===== config.mk =====
export PLATFORM = sky130hd
export DESIGN_NAME = rc_serial_frame_to_switch_and_pwm
export DESIGN_NICKNAME = d
export VERILOG_FILES = /design/src/rtl/rcsf_pkg.sv /design/src/rtl/rcsf_ctrl.sv /design/src/rtl/rcsf_datapath.sv /design/src/rtl/rc_serial_frame_to_switch_and_pwm.sv
export VERILOG_INCLUDE_DIRS = /design/src /design/src/rtl
export SDC_FILE = /design/constraint.sdc
export NUM_CORES = 1
export LEC_CHECK = 0
export ABC_AREA = 1
export BUFFER_PORTS_ARGS = -buffer_cell sky130_fd_sc_hd__buf_4
export CAP_MARGIN = 5
export CORE_MARGIN = 2
export CORE_UTILIZATION = 45
export CTS_BUF_LIST = sky130_fd_sc_hd__clkbuf_8 sky130_fd_sc_hd__clkbuf_16
export CTS_CLUSTER_DIAMETER = 100
export DETAILED_ROUTE_END_ITERATION = 10
export RECOVER_POWER = 100
export REMOVE_ABC_BUFFERS = 1
export SYNTH_ARGS = -nofsm -noshare
export SYNTH_HDL_FRONTEND = slang
export SYNTH_SLANG_ARGS = --single-unit

===== constraint.sdc =====
create_clock -name clk -period 7.8 [get_ports clk]
set_input_delay 0.78 -clock clk [delete_from_list [all_inputs] [get_ports clk]]
set_output_delay 0.78 -clock clk [all_outputs]
set_load 0.01 [all_outputs]

===== src/rtl/assert_macros.svh =====
// ----------------------------------------------------------------------------
// assert_macros.svh
// Shared concurrent assertion macros, clocked on a rising edge and disabled
// while the active-low asynchronous reset is asserted.
// ----------------------------------------------------------------------------
`ifndef ASSERT_MACROS_SVH
`define ASSERT_MACROS_SVH

// property must hold at every clock edge out of reset
`define ASSERT_ALWAYS(label, clk, rst_n, prop, msg) \
	label: assert property (@(posedge clk) disable iff (!rst_n) (prop)) \
		else $error(msg);

// consequent must hold in the cycle after the antecedent
`define ASSERT_NEXT(label, clk, rst_n, ante, cons, msg) \
	label: assert property (@(posedge clk) disable iff (!rst_n) (ante) |=> (cons)) \
		else $error(msg);

`endif


===== src/rtl/rcsf_pkg.sv =====
// ----------------------------------------------------------------------------
// rcsf_pkg
// Types and fixed constants shared by the frame decoder controller, datapath
// and top level.
// ----------------------------------------------------------------------------
package rcsf_pkg;

	// frame start marker
	localparam logic [7:0] START_BYTE = 8'hA4;

	// configuration register indexes
	localparam logic [1:0] REG_SWITCH_THRESHOLD = 2'd0;
	localparam logic [1:0] REG_PWM_BASE         = 2'd1;
	localparam logic [1:0] REG_PWM_SPAN         = 2'd2;

	// configuration reset values
	localparam logic [15:0] THRESHOLD_RESET = 16'd42130;
	localparam logic [6:0]  PWM_BASE_RESET  = 7'd57;
	localparam logic [5:0]  PWM_SPAN_RESET  = 6'd19;

	// slider scaling: ceil(1400 * raw / 65535)
	localparam logic [26:0] SLIDER_SCALE = 27'd1400;
	localparam logic [26:0] CEIL_BIAS    = 27'd65534;
	localparam logic [16:0] RAW_FULL     = 17'd65535;

	// pwm offset and divisor
	localparam logic signed [11:0] PWM_OFFSET = 12'sd300;
	localparam logic [16:0]        PWM_DIV    = 17'd800;

	// reciprocal of 25, scaled by 2^17, exact for quotients below 1747
	localparam logic [25:0] RECIP_25 = 26'd5243;

	// pwm output limits
	localparam logic signed [9:0] PWM_MAX = 10'sd127;
	localparam logic signed [9:0] PWM_MIN = -10'sd128;

	// controller states
	typedef enum logic [2:0] {
		ST_RECV,
		ST_SCALE,
		ST_CEIL,
		ST_GAIN,
		ST_DIVIDE,
		ST_EMIT
	} state_t;

	// controller to datapath commands
	typedef struct packed {
		logic take_byte;
		logic scale;
		logic ceil_fix;
		logic gain;
		logic divide;
		logic emit;
	} cmd_t;

	// datapath to controller status
	typedef struct packed {
		logic last_byte;
	} status_t;

endpackage


===== src/rtl/rcsf_ctrl.sv =====
// ----------------------------------------------------------------------------
// rcsf_ctrl
// Sequencer for the frame decoder: takes bytes while a frame is received,
// then steps the datapath through the pwm arithmetic and loads the result.
// ----------------------------------------------------------------------------
module rcsf_ctrl (
	input  logic              clk,
	input  logic              arst_n,
	input  logic              in_valid,
	output logic              in_ready,
	output logic              out_valid,
	input  logic              out_ready,
	input  rcsf_pkg::status_t status,
	output rcsf_pkg::cmd_t    cmd
);

	rcsf_pkg::state_t state_q;
	rcsf_pkg::state_t state_next;
	logic             out_valid_q;

	// state register
	always_ff @(posedge clk or negedge arst_n) begin
		if (!arst_n) begin
			state_q <= rcsf_pkg::ST_RECV;
		end else begin
			state_q <= state_next;
		end
	end

	// next state and commands
	always_comb begin
		state_next = state_q;
		cmd        = '0;
		case (state_q)
			rcsf_pkg::ST_RECV: begin
				if (in_valid) begin
					cmd.take_byte = 1'b1;
					if (status.last_byte) begin
						state_next = rcsf_pkg::ST_SCALE;
					end
				end
			end
			rcsf_pkg::ST_SCALE: begin
				cmd.scale  = 1'b1;
				state_next = rcsf_pkg::ST_CEIL;
			end
			rcsf_pkg::ST_CEIL: begin
				cmd.ceil_fix = 1'b1;
				state_next   = rcsf_pkg::ST_GAIN;
			end
			rcsf_pkg::ST_GAIN: begin
				cmd.gain   = 1'b1;
				state_next = rcsf_pkg::ST_DIVIDE;
			end
			rcsf_pkg::ST_DIVIDE: begin
				cmd.divide = 1'b1;
				state_next = rcsf_pkg::ST_EMIT;
			end
			rcsf_pkg::ST_EMIT: begin
				if (!out_valid_q || out_ready) begin
					cmd.emit   = 1'b1;
					state_next = rcsf_pkg::ST_RECV;
				end
			end
			default: begin
				state_next = rcsf_pkg::ST_RECV;
			end
		endcase
	end

	// output word held until taken
	always_ff @(posedge clk or negedge arst_n) begin
		if (!arst_n) begin
			out_valid_q <= 1'b0;
		end else if (cmd.emit) begin
			out_valid_q <= 1'b1;
		end else if (out_ready) begin
			out_valid_q <= 1'b0;
		end
	end

	assign in_ready  = (state_q == rcsf_pkg::ST_RECV);
	assign out_valid = out_valid_q;

endmodule


===== src/rtl/rcsf_datapath.sv =====
// ----------------------------------------------------------------------------
// rcsf_datapath
// Frame parser, channel capture, configuration registers and the multi-step
// switch and pitch pwm arithmetic, with the output word register.
// ----------------------------------------------------------------------------
module rcsf_datapath #(
	parameter int CHANNEL_COUNT  = 14,
	parameter int SWITCH_CHANNEL = 6,
	parameter int SLIDER_CHANNEL = 7
) (
	input  logic                 clk,
	input  logic                 arst_n,
	input  rcsf_pkg::cmd_t       cmd,
	output rcsf_pkg::status_t    status,
	input  logic [7:0]           rx_byte,
	input  logic                 cfg_we,
	input  logic [1:0]           cfg_index,
	input  logic [15:0]          cfg_data,
	output logic                 switch_on,
	output logic                 switch_changed,
	output logic signed [7:0]    pitch_pwm,
	output logic                 pwm_changed,
	output logic [15:0]          switch_raw,
	output logic [15:0]          slider_raw
);

	// frame buffer length and channel byte positions
	localparam int BufLen  = 4 * CHANNEL_COUNT + 7;
	localparam int CountW  = $clog2(BufLen + 1);
	localparam int SwHiPos = 4 + 4 * SWITCH_CHANNEL + 2;
	localparam int SwLoPos = 4 + 4 * SWITCH_CHANNEL + 3;
	localparam int SlHiPos = 4 + 4 * SLIDER_CHANNEL + 2;
	localparam int SlLoPos = 4 + 4 * SLIDER_CHANNEL + 3;
	localparam bit SwHiOk  = SwHiPos < BufLen;
	localparam bit SwLoOk  = SwLoPos < BufLen;
	localparam bit SlHiOk  = SlHiPos < BufLen;
	localparam bit SlLoOk  = SlLoPos < BufLen;

	logic [CountW-1:0]   count_q;
	logic [7:0]          len_q;
	logic [15:0]         switch_value_q;
	logic [15:0]         slider_value_q;
	logic [15:0]         threshold_q;
	logic [6:0]          base_q;
	logic [5:0]          span_q;
	logic                last_switch_q;
	logic signed [7:0]   last_pwm_q;
	logic [26:0]         scaled_q;
	logic [10:0]         ceil_q;
	logic signed [18:0]  num_q;
	logic                neg_q;
	logic [7:0]          quot_q;
	logic                switch_on_q;
	logic                switch_changed_q;
	logic signed [7:0]   pitch_pwm_q;
	logic                pwm_changed_q;
	logic [15:0]         switch_raw_q;
	logic [15:0]         slider_raw_q;

	logic                too_long;
	logic                hit_end;
	logic [10:0]         coarse_q;
	logic [16:0]         rem;
	logic signed [11:0]  offset;
	logic signed [18:0]  span_s;
	logic signed [18:0]  offset_s;
	logic [16:0]         base_x800;
	logic [17:0]         mag;
	logic [25:0]         recip_prod;
	logic signed [9:0]   pwm_wide;
	logic signed [7:0]   pwm_sat;
	logic                sw_now;

	// frame position compares
	assign too_long = ({1'b0, rx_byte} + 9'd3) > 9'(BufLen);
	assign hit_end  = (9'(count_q) + 9'd1) == ({1'b0, len_q} + 9'd3);
	assign status.last_byte = (count_q >= CountW'(2)) && hit_end;

	// byte counter and stated length
	always_ff @(posedge clk or negedge arst_n) begin
		if (!arst_n) begin
			count_q <= '0;
			len_q   <= '0;
		end else if (cmd.take_byte) begin
			if (count_q == '0) begin
				if (rx_byte == rcsf_pkg::START_BYTE) begin
					count_q <= CountW'(1);
				end
			end else if (count_q == CountW'(1)) begin
				len_q <= rx_byte;
				if (too_long) begin
					count_q <= '0;
				end else begin
					count_q <= CountW'(2);
				end
			end else if (hit_end) begin
				count_q <= '0;
			end else begin
				count_q <= count_q + CountW'(1);
			end
		end
	end

	// channel capture, big endian
	always_ff @(posedge clk or negedge arst_n) begin
		if (!arst_n) begin
			switch_value_q <= '0;
			slider_value_q <= '0;
		end else if (cmd.take_byte && (count_q != '0)) begin
			if (SwHiOk && (count_q == CountW'(SwHiPos))) begin
				switch_value_q[15:8] <= rx_byte;
			end
			if (SwLoOk && (count_q == CountW'(SwLoPos))) begin
				switch_value_q[7:0] <= rx_byte;
			end
			if (SlHiOk && (count_q == CountW'(SlHiPos))) begin
				slider_value_q[15:8] <= rx_byte;
			end
			if (SlLoOk && (count_q == CountW'(SlLoPos))) begin
				slider_value_q[7:0] <= rx_byte;
			end
		end
	end

	// configuration registers
	always_ff @(posedge clk or negedge arst_n) begin
		if (!arst_n) begin
			threshold_q <= rcsf_pkg::THRESHOLD_RESET;
			base_q      <= rcsf_pkg::PWM_BASE_RESET;
			span_q      <= rcsf_pkg::PWM_SPAN_RESET;
		end else if (cfg_we) begin
			case (cfg_index)
				rcsf_pkg::REG_SWITCH_THRESHOLD: threshold_q <= cfg_data;
				rcsf_pkg::REG_PWM_BASE:         base_q      <= cfg_data[6:0];
				rcsf_pkg::REG_PWM_SPAN:         span_q      <= cfg_data[5:0];
				default: ;
			endcase
		end
	end

	// ceiling of slider * 1400 / 65535: n = q*65536 + lo = q*65535 + (lo + q)
	assign coarse_q = scaled_q[26:16];
	assign rem      = {1'b0, scaled_q[15:0]} + 17'(coarse_q);

	// gain step operands
	assign offset    = $signed({1'b0, ceil_q}) - rcsf_pkg::PWM_OFFSET;
	assign span_s    = $signed({13'd0, span_q});
	assign offset_s  = 19'(offset);
	assign base_x800 = 17'(base_q) * rcsf_pkg::PWM_DIV;

	// divide by 800: drop 5 bits, then reciprocal multiply by 1/25
	assign mag        = num_q[18] ? 18'(-num_q) : 18'(num_q);
	assign recip_prod = 26'(mag[17:5]) * rcsf_pkg::RECIP_25;

	// sign restore and saturation
	assign pwm_wide = neg_q ? -$signed({2'b00, quot_q}) : $signed({2'b00, quot_q});
	always_comb begin
		if (pwm_wide > rcsf_pkg::PWM_MAX) begin
			pwm_sat = 8'(rcsf_pkg::PWM_MAX);
		end else if (pwm_wide < rcsf_pkg::PWM_MIN) begin
			pwm_sat = 8'(rcsf_pkg::PWM_MIN);
		end else begin
			pwm_sat = 8'(pwm_wide);
		end
	end

	assign sw_now = switch_value_q < threshold_q;

	// arithmetic pipeline registers, one step per command
	always_ff @(posedge clk) begin
		if (cmd.scale) begin
			scaled_q <= 27'(slider_value_q) * rcsf_pkg::SLIDER_SCALE + rcsf_pkg::CEIL_BIAS;
		end
		if (cmd.ceil_fix) begin
			ceil_q <= coarse_q + 11'(rem >= rcsf_pkg::RAW_FULL);
		end
		if (cmd.gain) begin
			num_q <= $signed({2'b00, base_x800}) + span_s * offset_s;
		end
		if (cmd.divide) begin
			neg_q  <= num_q[18];
			quot_q <= recip_prod[24:17];
		end
	end

	// last frame history
	always_ff @(posedge clk or negedge arst_n) begin
		if (!arst_n) begin
			last_switch_q <= 1'b0;
			last_pwm_q    <= '0;
		end else if (cmd.emit) begin
			last_switch_q <= sw_now;
			last_pwm_q    <= pwm_sat;
		end
	end

	// output word register
	always_ff @(posedge clk) begin
		if (cmd.emit) begin
			switch_on_q      <= sw_now;
			switch_changed_q <= sw_now != last_switch_q;
			pitch_pwm_q      <= pwm_sat;
			pwm_changed_q    <= pwm_sat != last_pwm_q;
			switch_raw_q     <= switch_value_q;
			slider_raw_q     <= slider_value_q;
		end
	end

	assign switch_on      = switch_on_q;
	assign switch_changed = switch_changed_q;
	assign pitch_pwm      = pitch_pwm_q;
	assign pwm_changed    = pwm_changed_q;
	assign switch_raw     = switch_raw_q;
	assign slider_raw     = slider_raw_q;

endmodule


===== src/rtl/rc_serial_frame_to_switch_and_pwm.sv =====
// ----------------------------------------------------------------------------
// rc_serial_frame_to_switch_and_pwm
// Serial remote-control frame decoder producing a switch state and a pitch
// pwm value, each with a changed flag, once per received frame.
// ----------------------------------------------------------------------------
// Received bytes are taken one per clock while a frame is coming in; bytes
// outside a frame other than the start byte are dropped. After the last byte
// of a frame the input stalls while the controller steps the shared datapath
// through the slider scaling multiply, the ceiling correction, the gain
// multiply, the divide by 800 and the load of the output word register. The
// final step also waits while the previous output word has not yet been taken.
// A frame whose stated length does not fit the 4*CHANNEL_COUNT+7 byte buffer
// is abandoned without a result. The CRC is not checked. Configuration writes
// are taken at any time and must be issued only while no frame is in flight.
// ----------------------------------------------------------------------------
`include "assert_macros.svh"

module rc_serial_frame_to_switch_and_pwm #(
	parameter int CHANNEL_COUNT  = 14,
	parameter int SWITCH_CHANNEL = 6,
	parameter int SLIDER_CHANNEL = 7
) (
	input  logic              clk,
	input  logic              arst_n,
	input  logic              in_valid,
	output logic              in_ready,
	input  logic [7:0]        rx_byte,
	output logic              out_valid,
	input  logic              out_ready,
	output logic              switch_on,
	output logic              switch_changed,
	output logic signed [7:0] pitch_pwm,
	output logic              pwm_changed,
	output logic [15:0]       switch_raw,
	output logic [15:0]       slider_raw,
	input  logic              cfg_valid,
	output logic              cfg_ready,
	input  logic [1:0]        cfg_index,
	input  logic [15:0]       cfg_data
);

	rcsf_pkg::cmd_t    cmd;
	rcsf_pkg::status_t status;

	// configuration writes never stall
	assign cfg_ready = 1'b1;

	// controller
	rcsf_ctrl u_ctrl (
		.clk       (clk),
		.arst_n    (arst_n),
		.in_valid  (in_valid),
		.in_ready  (in_ready),
		.out_valid (out_valid),
		.out_ready (out_ready),
		.status    (status),
		.cmd       (cmd)
	);

	// datapath
	rcsf_datapath #(
		.CHANNEL_COUNT  (CHANNEL_COUNT),
		.SWITCH_CHANNEL (SWITCH_CHANNEL),
		.SLIDER_CHANNEL (SLIDER_CHANNEL)
	) u_datapath (
		.clk            (clk),
		.arst_n         (arst_n),
		.cmd            (cmd),
		.status         (status),
		.rx_byte        (rx_byte),
		.cfg_we         (cfg_valid && cfg_ready),
		.cfg_index      (cfg_index),
		.cfg_data       (cfg_data),
		.switch_on      (switch_on),
		.switch_changed (switch_changed),
		.pitch_pwm      (pitch_pwm),
		.pwm_changed    (pwm_changed),
		.switch_raw     (switch_raw),
		.slider_raw     (slider_raw)
	);

	// checks
	`ASSERT_ALWAYS(a_cmd_onehot, clk, arst_n, $onehot0(cmd), "more than one datapath command")
	`ASSERT_NEXT(a_stall_after_frame, clk, arst_n, in_valid && in_ready && status.last_byte, !in_ready, "input not stalled after last byte of frame")
	`ASSERT_NEXT(a_emit_valid, clk, arst_n, cmd.emit, out_valid, "output word loaded without valid")
	`ASSERT_ALWAYS(a_no_byte_while_busy, clk, arst_n, !(cmd.take_byte && (cmd.scale || cmd.emit)), "byte taken during arithmetic")

endmodule


**Yosys cells after proc, flatten, opt, wreduce, memory -nomap -nowiden**

Cells that the tools add are included.
W data, S select, Z words.

- Bits in registers: 197
- Input port bits: 31
- Output and inout bits: 46

- Add/subtract/negate cells: 11
- Multiply operators: 4
- Order comparisons: 6
- Eq/ne operators: 20
- Multiplexer cells: 23
- Bitwise operators: 1
- Reduce and logical (&&, ||, !) cells: 19

Operators by type and width:

| kind | number |
|---|---|
| $add A27 B16 Y27 const B | 1 |
| $mul A13 B13 Y25 const B | 1 |
| $mul A16 B8 Y24 const B | 1 |
| $mux W6 | 4 |
| $add A18 B19 Y19 | 1 |
| $mul A7 B12 Y19 | 1 |
| $add A8 B2 Y9 const B | 2 |
| $mux W18 | 1 |
| $neg A18 Y18 | 1 |
| $pmux W3 S6 | 1 |
| $add A16 B11 Y17 | 1 |
| $ge A17 B16 Y1 const B | 1 |
| $lt A16 B16 Y1 | 1 |
| $mux W8 | 2 |
| $reduce_and A2 Y1 | 8 |
| $eq A6 B5 Y1 const B | 2 |
| $eq A6 B6 Y1 const B | 2 |
| $mul A7 B5 Y12 const B | 1 |
| $sub A11 B9 Y12 const B | 1 |
| $add A11 B1 Y11 | 1 |
| $gt A10 B8 Y1 const B | 1 |
| $lt A10 B8 Y1 const B | 1 |
| $mux W1 | 10 |
| $mux W10 | 1 |
| 29 further kinds | 37 |

**Logic depth before layout (Yosys ltp)**

- Depth after elaboration: 6
- Depth in mapped cells: 32
- Mapped depth without buffers: 32

**Cells and area by module**

From an unflattened synthesis, not the netlist that was laid out.

- Cells, all modules: 2,354
- Area total of the unflattened synthesis: 19,949.1 sq um

By module, submodules not included:

| module | instances | cells an instance | area each (sq um) | seq. area each (sq um) |
|---|---|---|---|---|
| rcsf_datapath | 1 | 2,320 | 19,698.9 | 5,301.3 |
| rcsf_ctrl | 1 | 32 | 239.0 | 100.1 |
| rc_serial_frame_to_switch_and_pwm | 1 | 2 | 11.3 | 0.0 |

**Least setup slack after synthesis**

No wires, ideal clock.

- Path type: register to register
- Start point: register u_datapath.num_q[0]
- End point: register u_datapath.quot_q[5], data pin
- Data arrival time: 5,271 ps
- Required time: 7,538 ps
- Path slack: 2,267 ps
- Cell stages (with the launch flop): 27
- Buffers on the path: 0
- Period minus slack after synthesis: 5,533 ps
- Cell sequence: edfxtp_1 > nor2_1 > nand3_1 > nor2_1 > nand2_1 > nor2_2 > nand3_2 > nand2_1 > o21ai_0 > xor2_1 > fa_1 > inv_1 > ha_1 > inv_1 > fa_1 > fa_1 > inv_1 > fa_1 > ha_1 > nand2_1 > nor2_1 > inv_1 > nor3_1 > nand3_1 > o211ai_1 > a21oi_1 > xor2_1

- Cells in the longest elaborated chain, start to end: 3

Ends and longest elaborated chain:

| item | line | RTL |
|---|---|---|
| start: declaration | rcsf_datapath.sv:50 | `logic signed [18:0] num_q;` |
| start signal: assignment | rcsf_datapath.sv:178 | `num_q <= $signed({2'b00, base_x800}) + span_s * offset_s;` |
| $neg A18 Y18 | rcsf_datapath.sv:152 | `assign mag = num_q[18] ? 18'(-num_q) : 18'(num_q);` |
| $mux W18 | rcsf_datapath.sv:152 |  |
| $mul A13 B13 Y25 | rcsf_datapath.sv:153 | `assign recip_prod = 26'(mag[17:5]) * rcsf_pkg::RECIP_25;` |
| named net u_datapath.recip_prod[22] | rcsf_datapath.sv:69 | `logic [25:0] recip_prod;` |
| end signal: assignment | rcsf_datapath.sv:182 | `quot_q <= recip_prod[24:17];` |
| end: declaration | rcsf_datapath.sv:52 | `logic [7:0] quot_q;` |

The timed path passes the listed nets, and every way through them passes these cells.
A chain may end at the register's enable or synchronous reset.

**Worst setup path in the final report**

Same ends and word-level chain as after synthesis.

==> flow_metrics.env <==
export IMPL_cts_root_buf="clkbuf_16"
export IMPL_crit_type="reg2reg"
export IMPL_cts_buffer_depth=2
export IMPL_async_flop_share_pct=45.4
export IMPL_max_freq_mhz=162
export IMPL_dieWidth_um=214
export IMPL_slowest_stage="xor2_1"
export IMPL_postCtsHoldBufs=0
export IMPL_final_cell_area_sq_um=21400
export IMPL_synth_common_cells="528 x inv_1, 450 x nand2_1, 264 x ha_1"
export IMPL_ys_seq_area_share_pct=27.2
export IMPL_htreeDepth=4
export IMPL_yosysWarningCount=0
export IMPL_placed_area_sq_um=21100
export IMPL_period_needed_ps=6160
export IMPL_crit_fanout=7
export IMPL_cts_clk_slew_worst_paths_ps=90
export IMPL_io_buffers=75
export IMPL_fin_setup_tns_ps=0
export IMPL_synthMostInstantiatedCell="inv_1"
export IMPL_clock_sinks=194
export IMPL_slew_violations=116
export IMPL_final_fill_count=4182
export IMPL_syn_inst=2306
export IMPL_postCtsSetupRepairBufs=0
export IMPL_r2r_start="u_datapath.num_q[0]"
export IMPL_required_ps=8010
export IMPL_drt_initial_drc_count=693
export IMPL_io_pins=77
export IMPL_synth_top_cells_by_area="fa_1 17%, ha_1 17%, edfxtp_1 16%"
export IMPL_die_h_um=214
export IMPL_holdPathStages=2
export IMPL_critPathLaunchType="flop"
export IMPL_status="finished with violations"
export IMPL_routed_wl_mm=43.4
export IMPL_synth_top_area_share_pct=16.8
export IMPL_drcViolationCount=0
export IMPL_cts_made_buffers=17
export IMPL_drt_vias_per_instance=4.89
export IMPL_synth_top_cell_by_area="fa_1"
export IMPL_first_global_vias=15000
export IMPL_finalNonFillerCells=2984
export IMPL_hold_viol=0
export IMPL_cp_arrival_ps=6370
export IMPL_grt_pass1_wl_mm=73.3
export IMPL_core_sq_um=43300
export IMPL_final_min_period_over_clock_period_pct=79.0
export IMPL_finClkSkew_ps=16.8
export IMPL_ys_types=54
export IMPL_antenna_cells=0
export IMPL_nets=2847
export IMPL_slowest_delay_ps=640
export IMPL_drt_pass1_iter_count=5
export IMPL_postSynthAreaPerCell_sq_um=8.60
export IMPL_rows=76
export IMPL_r2r_cells=26
export IMPL_tritoncts="built"
export IMPL_ys_ff_latch=194
export IMPL_grt_max_degree=51
export IMPL_hp_start="u_datapath.threshold_q[7]"
export IMPL_antenna_found_initial=0
export IMPL_ant_nets=0
export IMPL_critPathCaptureType="flop"
export IMPL_ys_flop_type="edfxtp_1"
export IMPL_grt_usage_pct=19.8
export IMPL_max_slew_margin_rel_pct=-77.7
export IMPL_tightest_slew_ps=2670
export IMPL_regToRegEndpoint="u_datapath.quot_q[5]"
export IMPL_grt_overflow=0
export IMPL_initial_core_util_pct=45.8
export IMPL_vias=14600
export IMPL_area_growth_pct=8.11
export IMPL_synth_edf_count=106
export IMPL_rsz0062_at_grt="false"
export IMPL_drive_gt1_share_pct=5.00
export IMPL_place_congestion=0.857
export IMPL_dp_hpwl_mm=36.6
export IMPL_hold_path_end="u_datapath.threshold_q[7]"
export IMPL_hold_path_class="reg2reg"
export IMPL_setup_viol=0
export IMPL_placed_cells=2952
export IMPL_max_cap_violations=3
export IMPL_synth_area_sq_um=19800
export IMPL_wl_per_cell_um=14.5
export IMPL_violations="capacitance limit, slew limit"
export IMPL_clock_latency_ps=470
export IMPL_r2r_slack_ps=1640
export IMPL_dieArea_sq_um=45800
export IMPL_cts_resized=0
[per-stage QoR]
| stage | hold slack (ps) | setup WS (ps) | utilization, % |
|---|---|---|---|
| after floorplan | 442 | 2270 | - |
| after detailed placement | 472 | 1660 | 48.7 |
| final | 484 | 1640 | 49.6 |
| after global placement | 464 | 1780 | 48.7 |
| after global routing | 504 | 1050 | 49.6 |
| after CTS | 268 | 1650 | 50.1 |
[cell type report]
cell class	count	area, sq um	area share, %
multi-input combinational	1555	12300	57.2
sequential	194	5400	25.2
inverter	539	2020	9.44
tap	585	732	3.41
clock buffer	18	450	2.10
timing repair buffer	79	402	1.87
clock inverter	14	158	0.735
[placed cells by master (no fill, tap or decap), drive strengths merged, types with 2 or more instances in the layout]
cell type,n
nor4,3
xnor2,25
clkinv,12
ha,264
nand3b,15
nor2,166
nor3,15
dfrtp,75
o2111ai,2
inv,541
dfstp,13
nand2,466
nand3,73
buf,28
edfxtp,106
a31oi,7
a21oi,89
clkbuf,69
o21ai,105
xor2,84
or2,5
o31ai,6
nand4,24
nor3b,3
o21bai,9
fa,166
o211ai,10
a21o,7
[sequential cells by signal, indices dropped and copies added, names as in the netlist, 3 cells and up]
name / count
u_datapath.switch_value_q: 16
u_datapath.base_q: 7
u_datapath.span_q: 6
u_datapath.switch_raw: 16
u_datapath.count_q: 6
u_datapath.scaled_q: 24
u_datapath.pitch_pwm: 8
u_ctrl.state_q: 3
u_datapath.quot_q: 8
u_datapath.slider_raw: 16
u_datapath.len_q: 8
u_datapath.ceil_q: 11
u_datapath.num_q: 19
u_datapath.last_pwm_q: 8
u_datapath.slider_value_q: 16
u_datapath.threshold_q: 16
[cells by family (layout without fill, tap and decap cells)]
kind of cell / Yosys count / in the layout / synth area share (%)
compound gates: 243 / 243 / 6.81
buf+inv: 557 / 650 / 10.6
other cells: 1 / 1 / 0.0189
fa+ha+maj: 430 / 430 / 33.4
flops: 194 / 194 / 27.2
simple gates: 772 / 772 / 16.7
xor+xnor: 109 / 109 / 5.21
[per-layer routing]
layer	wire [um]	up-vias	track usage, %
li1	-	7377	-
met4	715	0	5.06
met3	1380	42	2.77
met5	0	-	0
met2	21700	225	35.4
met1	19500	6945	25.3
[worst max-delay path by stage]
stage                     cells past startpoint  slack (ps)              endpoint                 from
after floorplan                              26        2270  u_datapath.quot_q[5]  u_datapath.num_q[0]
after global placement                       26        1780  u_datapath.quot_q[5]  u_datapath.num_q[0]
after detailed placement                     26        1660  u_datapath.quot_q[5]  u_datapath.num_q[0]
after CTS                                    26        1650  u_datapath.quot_q[5]  u_datapath.num_q[0]
after global routing                         26        1050  u_datapath.quot_q[5]  u_datapath.num_q[0]
final                                        26        1640  u_datapath.quot_q[5]  u_datapath.num_q[0]
[worst max-delay path: cells and delay by family (launching register included)]
kind,cells,cell delay (ps)
and+or+nand+nor,11,1420
AOI/OAI and AO/OA,3,560
adders and majority gates,6,2530
DFF,1,360
buffers and inverters,4,260
xor gates and xnor gates,2,790
Power is left out: the tool's default activity adds up to more than one toggle a clock period on the data nets, which glitch-free logic cannot reach.
